<file path="config.mk">
export PLATFORM = sky130hd
export DESIGN_NAME = multitap_poll_responder_top
export DESIGN_NICKNAME = d
export VERILOG_FILES = /design/src/rtl/core/mtp_pkg.sv /design/src/rtl/core/multitap_poll_responder_top.sv /design/src/rtl/core/mtp_out_queue.sv
export SDC_FILE = /design/constraint.sdc
export NUM_CORES = 1
export LEC_CHECK = 0
export BUFFER_PORTS_ARGS = -buffer_cell sky130_fd_sc_hd__buf_2
export CORE_UTILIZATION = 64
export CTS_CLUSTER_DIAMETER = 60
export DETAILED_ROUTE_END_ITERATION = 8
export PLACE_DENSITY = 0.84
export RECOVER_POWER = 50
export SLEW_MARGIN = 20
export SYNTH_ARGS = -nofsm -noshare
export SYNTH_HDL_FRONTEND = slang
export SYNTH_SLANG_ARGS = --single-unit
</file>
<file path="constraint.sdc">
create_clock -name clock -period 45 [get_ports clock]
set_input_delay 4.5 -clock clock [delete_from_list [all_inputs] [get_ports clock]]
set_output_delay 4.5 -clock clock [all_outputs]
set_load 0.01 [all_outputs]
</file>
<file path="src/rtl/core/mtp_pkg.sv">
// Shared types and constants for the multitap poll responder.
package mtp_pkg;

   // Fixed protocol bytes
   localparam logic [7:0] POLL_CMD  = 8'h42;
   localparam logic [7:0] MARK_BYTE = 8'h5A;
   localparam logic [7:0] IDLE_BYTE = 8'hFF;

   // Pad defaults after reset
   localparam logic [7:0]  PAD_MODEL_RST  = 8'h41;
   localparam logic [15:0] PAD_BUTTON_RST = 16'hFFFF;
   localparam logic [7:0]  PAD_AXIS_RST   = 8'h80;

   // Configuration register defaults
   localparam logic [7:0] TAP_ID_LOW_RST  = 8'h80;
   localparam logic [7:0] TAP_ID_HIGH_RST = 8'h5A;

   // Register index, taken from the word address
   localparam logic REG_TAP_ID_LOW  = 1'b0;
   localparam logic REG_TAP_ID_HIGH = 1'b1;

   // Request commands
   typedef enum logic [1:0] {
      CMD_READ   = 2'd0,
      CMD_WRITE  = 2'd1,
      CMD_UPDATE = 2'd2
   } cmd_type;

   // One pad slot as stored and as latched into a packet
   typedef struct packed {
      logic [7:0]       model;
      logic [15:0]      buttons;
      logic             analog;
      logic [3:0][7:0]  axes;
   } pad_rec_type;

   // One response transaction
   typedef struct packed {
      logic [7:0] read_byte;
      logic       more_pending;
   } rsp_item_type;

endpackage

</file>
<file path="src/rtl/core/multitap_poll_responder_top.sv">
// Multitap poll responder: pad store, packet latch, byte sequencer and CSRs.
//
//   Channel   Direction  Handshake                 Payload
//   req_      in         req_valid / req_ready     cmd, host byte, pad slot fields
//   rsp_      out        rsp_valid / rsp_ready     read_byte, more_pending
//   csr_      in         APB psel/penable/pready   tap ID bytes
//
// One request transaction per cycle while req_ready is high; its response is registered in the response queue.
// The packet is latched from the pad store in parallel on the first read.
// A two-entry response queue keeps requests flowing while rsp_ready is low;
// req_ready drops only when both entries are occupied.
// Synchronous active-high reset; no clearing pass is needed.
module multitap_poll_responder_top
   import mtp_pkg::*;
#(
   parameter int PAD_SLOTS = 4
) (
   input  logic        clock,
   input  logic        reset,
   // request channel
   input  logic        req_valid,
   output logic        req_ready,
   input  logic [1:0]  req_cmd,
   input  logic [7:0]  req_host_byte,
   input  logic [1:0]  req_slot,
   input  logic [7:0]  req_pad_model,
   input  logic [15:0] req_buttons,
   input  logic        req_analog_on,
   input  logic [7:0]  req_axis_a,
   input  logic [7:0]  req_axis_b,
   input  logic [7:0]  req_axis_c,
   input  logic [7:0]  req_axis_d,
   // response channel
   output logic        rsp_valid,
   input  logic        rsp_ready,
   output logic [7:0]  rsp_read_byte,
   output logic        rsp_more_pending,
   // configuration port
   input  logic        csr_psel,
   input  logic        csr_penable,
   input  logic        csr_pwrite,
   input  logic [2:0]  csr_paddr,
   input  logic [31:0] csr_pwdata,
   output logic [31:0] csr_prdata,
   output logic        csr_pready
);

   localparam int PKT_LEN = 3 + 8 * PAD_SLOTS;
   localparam int POS_W   = $clog2(PKT_LEN);
   localparam int SLOT_W  = (PAD_SLOTS > 1) ? $clog2(PAD_SLOTS) : 1;

   // Configuration registers
   logic [7:0] tap_id_low_ff;
   logic [7:0] tap_id_high_ff;
   logic       csr_write;

   // Sequencer state
   logic [POS_W-1:0] pos_ff, pos_in;
   logic             ready_ff, ready_in;

   // Pad store and packet snapshot
   pad_rec_type pad_ff  [PAD_SLOTS];
   pad_rec_type snap_ff [PAD_SLOTS];
   logic [7:0]  snap_id_low_ff;
   logic [7:0]  snap_id_high_ff;

   // Per-transaction control
   logic             req_fire;
   logic             do_latch;
   logic             do_update;
   logic [SLOT_W-1:0] upd_slot;
   pad_rec_type      upd_rec;
   logic [POS_W-1:0] body_idx;
   logic [SLOT_W-1:0] rd_slot;
   pad_rec_type      rd_rec;
   logic [7:0]       body_byte;
   rsp_item_type     result;
   rsp_item_type     out_item;
   logic             queue_room;

   // APB register access
   assign csr_pready = 1'b1;
   assign csr_write  = csr_psel && csr_penable && csr_pwrite;

   always_comb begin
      unique case (csr_paddr[2])
         REG_TAP_ID_LOW:  csr_prdata = {24'd0, tap_id_low_ff};
         REG_TAP_ID_HIGH: csr_prdata = {24'd0, tap_id_high_ff};
         default:         csr_prdata = 32'd0;
      endcase
   end

   always_ff @(posedge clock) begin
      if (reset) begin
         tap_id_low_ff  <= TAP_ID_LOW_RST;
         tap_id_high_ff <= TAP_ID_HIGH_RST;
      end else if (csr_write) begin
         unique case (csr_paddr[2])
            REG_TAP_ID_LOW:  tap_id_low_ff  <= csr_pwdata[7:0];
            REG_TAP_ID_HIGH: tap_id_high_ff <= csr_pwdata[7:0];
            default: ;
         endcase
      end
   end

   assign req_ready = queue_room;
   assign req_fire  = req_valid && req_ready;

   // Packet byte selection from the snapshot
   assign body_idx = pos_ff - POS_W'(3);
   assign rd_slot  = body_idx[SLOT_W+2:3];
   assign rd_rec   = snap_ff[rd_slot];

   always_comb begin
      case (body_idx[2:0])
         3'd0:    body_byte = rd_rec.model;
         3'd1:    body_byte = MARK_BYTE;
         3'd2:    body_byte = rd_rec.buttons[7:0];
         3'd3:    body_byte = rd_rec.buttons[15:8];
         default: body_byte = rd_rec.analog ? rd_rec.axes[body_idx[1:0]] : IDLE_BYTE;
      endcase
   end

   // Pad update payload
   assign upd_slot       = SLOT_W'(req_slot);
   assign upd_rec.model   = req_pad_model;
   assign upd_rec.buttons = req_buttons;
   assign upd_rec.analog  = req_analog_on;
   assign upd_rec.axes    = {req_axis_d, req_axis_c, req_axis_b, req_axis_a};

   // Command decode and sequencer next state
   always_comb begin
      pos_in           = pos_ff;
      ready_in         = ready_ff;
      do_latch         = 1'b0;
      do_update        = 1'b0;
      result.read_byte = 8'd0;
      unique case (cmd_type'(req_cmd))
         CMD_READ: begin
            if (pos_ff == '0) begin
               do_latch         = 1'b1;
               result.read_byte = IDLE_BYTE;
            end else if (pos_ff == POS_W'(1)) begin
               result.read_byte = snap_id_low_ff;
            end else if (pos_ff == POS_W'(2)) begin
               result.read_byte = snap_id_high_ff;
            end else begin
               result.read_byte = body_byte;
            end
            if (pos_ff == POS_W'(PKT_LEN - 1)) begin
               pos_in   = '0;
               ready_in = 1'b0;
            end else begin
               pos_in   = pos_ff + POS_W'(1);
               ready_in = 1'b1;
            end
         end
         CMD_WRITE: begin
            // non-poll command at position 1 aborts the transfer
            if (pos_ff == POS_W'(1) && req_host_byte != POLL_CMD) begin
               pos_in   = '0;
               ready_in = 1'b0;
            end
         end
         CMD_UPDATE: begin
            do_update = (32'(req_slot) < PAD_SLOTS);
         end
         default: ;
      endcase
      result.more_pending = ready_in;
   end

   always_ff @(posedge clock) begin
      if (reset) begin
         pos_ff   <= '0;
         ready_ff <= 1'b0;
      end else if (req_fire) begin
         pos_ff   <= pos_in;
         ready_ff <= ready_in;
      end
   end

   // Pad store, reset to digital pads with nothing pressed
   always_ff @(posedge clock) begin
      if (reset) begin
         for (int s = 0; s < PAD_SLOTS; s++) begin
            pad_ff[s].model   <= PAD_MODEL_RST;
            pad_ff[s].buttons <= PAD_BUTTON_RST;
            pad_ff[s].analog  <= 1'b0;
            pad_ff[s].axes    <= {4{PAD_AXIS_RST}};
         end
      end else if (req_fire && do_update) begin
         pad_ff[upd_slot] <= upd_rec;
      end
   end

   // Packet snapshot, taken on the first read of a transfer
   always_ff @(posedge clock) begin
      if (req_fire && do_latch) begin
         snap_id_low_ff  <= tap_id_low_ff;
         snap_id_high_ff <= tap_id_high_ff;
         for (int s = 0; s < PAD_SLOTS; s++) begin
            snap_ff[s] <= pad_ff[s];
         end
      end
   end

   mtp_out_queue u_out_queue (
      .clock     (clock),
      .reset     (reset),
      .push      (req_fire),
      .push_item (result),
      .has_room  (queue_room),
      .out_valid (rsp_valid),
      .out_ready (rsp_ready),
      .out_item  (out_item)
   );

   assign rsp_read_byte    = out_item.read_byte;
   assign rsp_more_pending = out_item.more_pending;

`ifndef SYNTHESIS
   a_ready_tracks_pos: assert property (@(posedge clock) disable iff (reset)
      ready_ff == (pos_ff != '0))
      else $error("ready flag out of step with byte position");

   a_pos_bound: assert property (@(posedge clock) disable iff (reset)
      32'(pos_ff) < PKT_LEN)
      else $error("byte position past end of packet");

   a_abort: assert property (@(posedge clock) disable iff (reset)
      (req_fire && req_cmd == CMD_WRITE && pos_ff == POS_W'(1)
       && req_host_byte != POLL_CMD) |=> (pos_ff == '0 && !ready_ff))
      else $error("non-poll command did not abort transfer");

   a_update_idle: assert property (@(posedge clock) disable iff (reset)
      (req_fire && req_cmd == CMD_UPDATE) |=> $stable(pos_ff))
      else $error("pad update moved the byte position");
`endif

endmodule

</file>
<file path="src/rtl/core/mtp_out_queue.sv">
// Two-entry response queue that decouples the engine from response stalls.
module mtp_out_queue
   import mtp_pkg::*;
(
   input  logic         clock,
   input  logic         reset,
   input  logic         push,
   input  rsp_item_type push_item,
   output logic         has_room,
   output logic         out_valid,
   input  logic         out_ready,
   output rsp_item_type out_item
);

   rsp_item_type entry_ff [2];
   logic         wr_ptr_ff, wr_ptr_in;
   logic         rd_ptr_ff, rd_ptr_in;
   logic [1:0]   count_ff, count_in;
   logic         do_push;
   logic         do_pop;

   assign has_room  = (count_ff != 2'd2);
   assign out_valid = (count_ff != 2'd0);
   assign out_item  = entry_ff[rd_ptr_ff];
   assign do_push   = push && has_room;
   assign do_pop    = out_valid && out_ready;

   // Pointer and occupancy update
   always_comb begin
      wr_ptr_in = do_push ? ~wr_ptr_ff : wr_ptr_ff;
      rd_ptr_in = do_pop ? ~rd_ptr_ff : rd_ptr_ff;
      count_in  = count_ff;
      if (do_push && !do_pop) begin
         count_in = count_ff + 2'd1;
      end else if (do_pop && !do_push) begin
         count_in = count_ff - 2'd1;
      end
   end

   always_ff @(posedge clock) begin
      if (reset) begin
         wr_ptr_ff <= 1'b0;
         rd_ptr_ff <= 1'b0;
         count_ff  <= 2'd0;
      end else begin
         wr_ptr_ff <= wr_ptr_in;
         rd_ptr_ff <= rd_ptr_in;
         count_ff  <= count_in;
      end
   end

   // Entry storage, no reset needed
   always_ff @(posedge clock) begin
      if (do_push) begin
         entry_ff[wr_ptr_ff] <= push_item;
      end
   end

`ifndef SYNTHESIS
   a_count_bound: assert property (@(posedge clock) disable iff (reset)
      count_ff != 2'd3)
      else $error("response queue count out of range");

   a_push_empty: assert property (@(posedge clock) disable iff (reset)
      (do_push && count_ff == 2'd0) |=> out_valid)
      else $error("pushed transaction not visible");

   a_full_hold: assert property (@(posedge clock) disable iff (reset)
      (count_ff == 2'd2 && !do_pop) |=> (count_ff == 2'd2 && !has_room))
      else $error("full queue changed without a pop");
`endif

endmodule

</file>
### Word level (Yosys, flattened, before mapping)

Memory sizes are Yosys's and may differ from the RTL's. A register that Yosys moved wholly into a read port is not among the register bits.
Cells that the tools add are included.

* flip-flop bits (word level): 43
* RAM bits: 474
* logic and storage cells: 87
* memories: 3

Memory list
* pad_ff: depth 4, bits a word 57, read ports 4, clocked after Yosys merged registers in 0, write ports 4, RTL line multitap_poll_responder_top.sv:62 `pad_rec_type pad_ff [PAD_SLOTS];`
* snap_ff: depth 4, bits a word 57, read ports 1, clocked after Yosys merged registers in 0, write ports 4, RTL line multitap_poll_responder_top.sv:63 `pad_rec_type snap_ff [PAD_SLOTS];`
* u_out_queue.entry_ff: depth 2, bits a word 9, read ports 1, clocked after Yosys merged registers in 1, write ports 1, RTL line mtp_out_queue.sv:15 `rsp_item_type entry_ff [2];`

* add/subtract/negate cells: 4
* $lt $le $gt $ge: 1
* equal/unequal tests: 11
* muxes and demuxes: 34
* bitwise gates (word level): 3
* reductions and logical operators: 22

Operators by type and width (count)
* $pmux 32 s2: 1
* $mux 57: 1
* $reduce_or 57->1: 1
* $mux 8: 6
* $pmux 8 s4: 1
* $mux 1: 17
* $bmux 8 s2: 1
* $mux 6: 2
* $pmux 6 s2: 1
* $logic_and 1x1->1: 10
* $ne 8x7->1 const B: 1
* $add 6x1->6 const B: 1
* $eq 3x2->1 const B: 2
* $eq 6x1->1 const B: 1
* $eq 6x2->1 const B: 1
* $eq 6x6->1 const B: 1
* $logic_not 6->1: 1
* $mux 2: 3
* $reduce_bool 2->1: 3
* $sub 5x2->5 const B: 1
* $ne 2x2->1 const B: 2
* $reduce_and 2->1: 2
* $eq 3x1->1 const B: 1
* $logic_not 3->1: 1
* other kinds (10): 13

### Logic depth before layout (Yosys ltp)

An unclocked memory read counts as a cell.

* depth after elaboration: 10
* gate-level depth with buffers: 11
* gate-level depth less buffers: 8

### Hierarchy

A second synthesis with hierarchy kept.

* cell total of the unflattened synthesis: 1262
* area, all modules: 20284.5 um^2

By module, submodules not included
* multitap_poll_responder_top: times used 1, cells each 1210, area each 19414.9 um^2, seq. area each 14634.0 um^2
* mtp_out_queue: times used 1, cells each 52, area each 869.6 um^2, seq. area each 640.6 um^2

### Worst setup path after synthesis

No wires, ideal clock.

* path type: input to register
* from: input port req_cmd[1]
* to: memory snap_ff[0][0] in the netlist's numbering (enable)
* library setup time: 1198 ps
* arrival: 22660 ps
* required time: 43802 ps
* path slack: 21142 ps
* stages on the path: 3
* cell sequence: or2_2 -> clkbuf_1 -> nor3b_1

RTL lines
* start: declaration: RTL line multitap_poll_responder_top.sv:23 `input logic [1:0] req_cmd,`
* end: declaration: RTL line multitap_poll_responder_top.sv:63

### Worst setup path in the final report

* from: input port csr_paddr[2]
* to: output port csr_prdata[1]

* cells in the longest elaborated chain, start to end: 2

RTL lines
* start: declaration: RTL line multitap_poll_responder_top.sv:42 `input logic [2:0] csr_paddr,`
* $not 1->1: RTL line multitap_poll_responder_top.sv:86 `unique case (csr_paddr[2])`
* $pmux 32 s2 *: RTL line multitap_poll_responder_top.sv:86
* end: declaration: RTL line multitap_poll_responder_top.sv:44 `output logic [31:0] csr_prdata,`

Every way passes the cells marked *; elsewhere a longest branch is shown, timed or not. The select of a mux whose other input is x is not followed.

==> run metrics <==
top layer in use=met5; DRT antenna net count=0; DRT iter0 DRCs=1418; WS Path Type=input port to output pin; footprint of the multi-input gates=4520 um^2; setup slack, reg-to-reg=39.28 ns; post-cts hold buffer count=0; Worst-path clk slew=0.06 ns; skew final=0.0123 ns; FILL cells=approximately 1800; most area-consuming cells after synthesis=edfxtp_1 73%, and2_1 4.6%, dfxtp_1 2.8%, mux2i_1 2.7%, nand2_1 1.9%; met2 wire length=19.9 mm; peak supply drop=0.0000347 V; drt pass-1 iters=9; register area share after synthesis=0.756; hold_sp=pad_ff[3][29]; Top-Level Pins=roughly 160; RR Endpoint=pad_ff[2][32]; RSZ-0062 raised after global routing=no; violated checks=design-rule violations, max-capacitance violations, max-slew violations; # DRC=24; Syn Area/Cell=16.1 um^2; post-synthesis cell area=20200 um^2; CTS tree=built; Yosys cell types=54; largest net degree at the start of global routing=slightly below 90; final count of pins violating max slew=246; clk_lat worst skew=0.55 ns; area fraction of the dominant cell type after synthesis=0.729; setup violators final=0; crit path DAT=between 5 and 6 ns; crit end category=output pin; top_reg_cell synth=edfxtp_1; final hold violations=0; synthesized netlist cell count=1254; die width=between 150 and 200 um; final WL=between 40 and 50 mm; IO buf count=between 100 and 150; H-tree Lvls=2; min-delay worst type=register to register; P per Cell Area=44.6 nW/um^2; cells on worst reg2reg path=7; FF-to-FF Start=u_out_queue.count_ff[0]; NumNets Final=1485; Routed WL per cell=22.5 um; worst rel slew slack=-1.84; Core Util, Final=0.728; synthesized flop and latch total=518; Max Fclk=99.2 MHz; post-CTS setup buffer count=0; DIE AREA=32300 um^2; Starting Density=0.655; crit start category=input port; Critical Path RT=a little over 40 ns; setup TNS=0 ns; Final min period=10.08 ns; hold endpoint=snap_ff[3][29]; grt total ovfl=0; fin crit share=0.224; Worst Max-Slew Pin Slew=4.26 ns; Pleak=7.33 nW; Via density=6.02; # resized after CTS=0; hpwl dp=23.6 mm; Reg area=15300 um^2; Ys Warns=0; hold depth=0; TritonCTS buffer count=49; Crit Path Max Fanout=11; vias in the first global route=11000; core area=30800 um^2; Max Buffers Root-to-Sink=3; Max Cap Violations=4; first-pass GRT wire length=61.3 mm; initial antenna violation count=8; EDFF count, synth=490; cell row count=64; ys async rst share=0; share of cells above drive strength 1=0.158; area delta synth->final=11.2%; Global Route Usage Sum=0.253; leading area contributor after synthesis=edfxtp_1; Clock Sinks=518; vias post-DR=10900; CTS Root Buffer Type=clkbuf_16; Die Y=180 um; Placer Congestion=between 0.8 and 0.9; status=finished, violations left; met3 wire length=around 4 mm; Metal-1 WL=15.5 mm
flip-flops by register name, summed over array words and instances (netlist names), named ones only:
name and cells:
u_out_queue.rd_ptr_ff 1, u_out_queue.entry_ff 18, snap_id_low_ff 8, tap_id_low_ff 8, pad_ff 228, pos_ff 6, u_out_queue.wr_ptr_ff 1, u_out_queue.count_ff 2
ready_ff 1, snap_ff 228, snap_id_high_ff 8, tap_id_high_ff 8
report_power, final:
part | internal, mW | switching [mW] | leakage, nW
clock network | 0.217 | 0.166 | 0.713
registers | 0.550 | 0.00720 | 4.46
logic | 0.0200 | 0.0404 | 2.16
Yosys cell counts, types with 2 or more instances:
cell type and n:
inv_1 8, xor2_1 5, nor2b_1 3, or2_2 6, and2_1 149, clkbuf_1 33, clkbuf_2 3, conb_1 2
mux2i_1 54, a22o_1 3, or3_1 47, or4_1 7, buf_2 8, o32ai_1 3, and3_1 2, o22a_1 4
nor4_1 7, o21ai_1 4, or2b_1 3, a211o_1 3, edfxtp_1 490, o21ai_0 14, dfxtp_1 28, ha_1 6
nor2_1 15, nand3_1 4, o22ai_1 25, mux4_2 16, nand2_1 103, a21oi_1 53, a221oi_1 4, buf_6 4
nand2b_1 47, nand3b_1 7, xnor2_1 7, buf_4 31, nand4_1 3, or4b_2 2, mux2_2 18, nor3_1 9
kinds of logic after synthesis:
group / after synthesis / share of synthesized area
flops: 518 / 0.756
buf+inv: 88 / 0.0243
fa+ha+maj: 6 / 0.00372
simple gates: 418 / 0.116
compound gates: 119 / 0.0354
xor+xnor: 15 / 0.00874
other cells: 2 / 0.000372
mux: 88 / 0.0546
how the worst max path moves through the flow:
stage                            start             to  slack, ns  depth (start not counted)
after floorplan             req_cmd[1]  snap_ff[0][0]      21.14                          3
after global placement    csr_paddr[2]  csr_prdata[1]      35.22                          3
after detailed placement  csr_paddr[2]  csr_prdata[1]      35.22                          3
after CTS                 csr_paddr[2]  csr_prdata[1]      35.21                          3
after global routing      csr_paddr[2]  csr_prdata[1]      34.88                          3
final                     csr_paddr[2]  csr_prdata[1]      34.92                          3
through the flow:
step	hold WS, ns	total power [mW]	instance area (um^2)	std cells	setup slack [ns]
after floorplan	0.400	0.611	20300	1277	21.14
after global placement	0.400	0.623	21000	1713	35.22
after detailed placement	0.405	0.626	21000	1713	35.22
after CTS	0.412	1.00	22500	1798	35.21
after global routing	0.421	1.03	22400	1801	34.88
final	0.408	1.00	22400	1806	34.92
routing by layer:
| layer | track usage | vias to the layer above |
|---|---|---|
| met1 | 0.330 | 5318 |
| met4 | 0.104 | 2 |
| met5 | 0 | - |
| met3 | 0.0527 | 107 |
| li1 | - | 4849 |
| met2 | 0.421 | 588 |
area by class of cell:
| class | count | share of cell area |
|---|---|---|
| sequential | 518 | 0.680 |
| multi-input combinational | 671 | 0.201 |
| clock buffer | 60 | 0.0565 |
| timing repair buffer | 120 | 0.0277 |
| tap | 396 | 0.0221 |
| clock inverter | 25 | 0.00992 |
| inverter | 8 | 0.00134 |
| antenna | 8 | 0.000892 |
worst max-delay path, stage by stage:
cell and delay [ns]:
clkbuf_1 0.49, mux2_2 0.43, buf_2 0.15
layout by cell type (no fill, tap or decap), drive strengths merged, types with 7 or more instances in the layout:
cell type and n:
a21oi 54, and2 149, buf 111, clkbuf 69
clkinv 18, conb 25, dfxtp 28, diode 8
edfxtp 490, inv 9, mux2 18, mux2i 54
mux4 16, nand2 103, nand2b 48, nand3b 7
nor2 15, nor3 10, nor4 7, o21ai 18
o22ai 25, or3 47, or4 8, xnor2 8
xor2 7
Note: power is estimated with default switching activity, not from simulation.
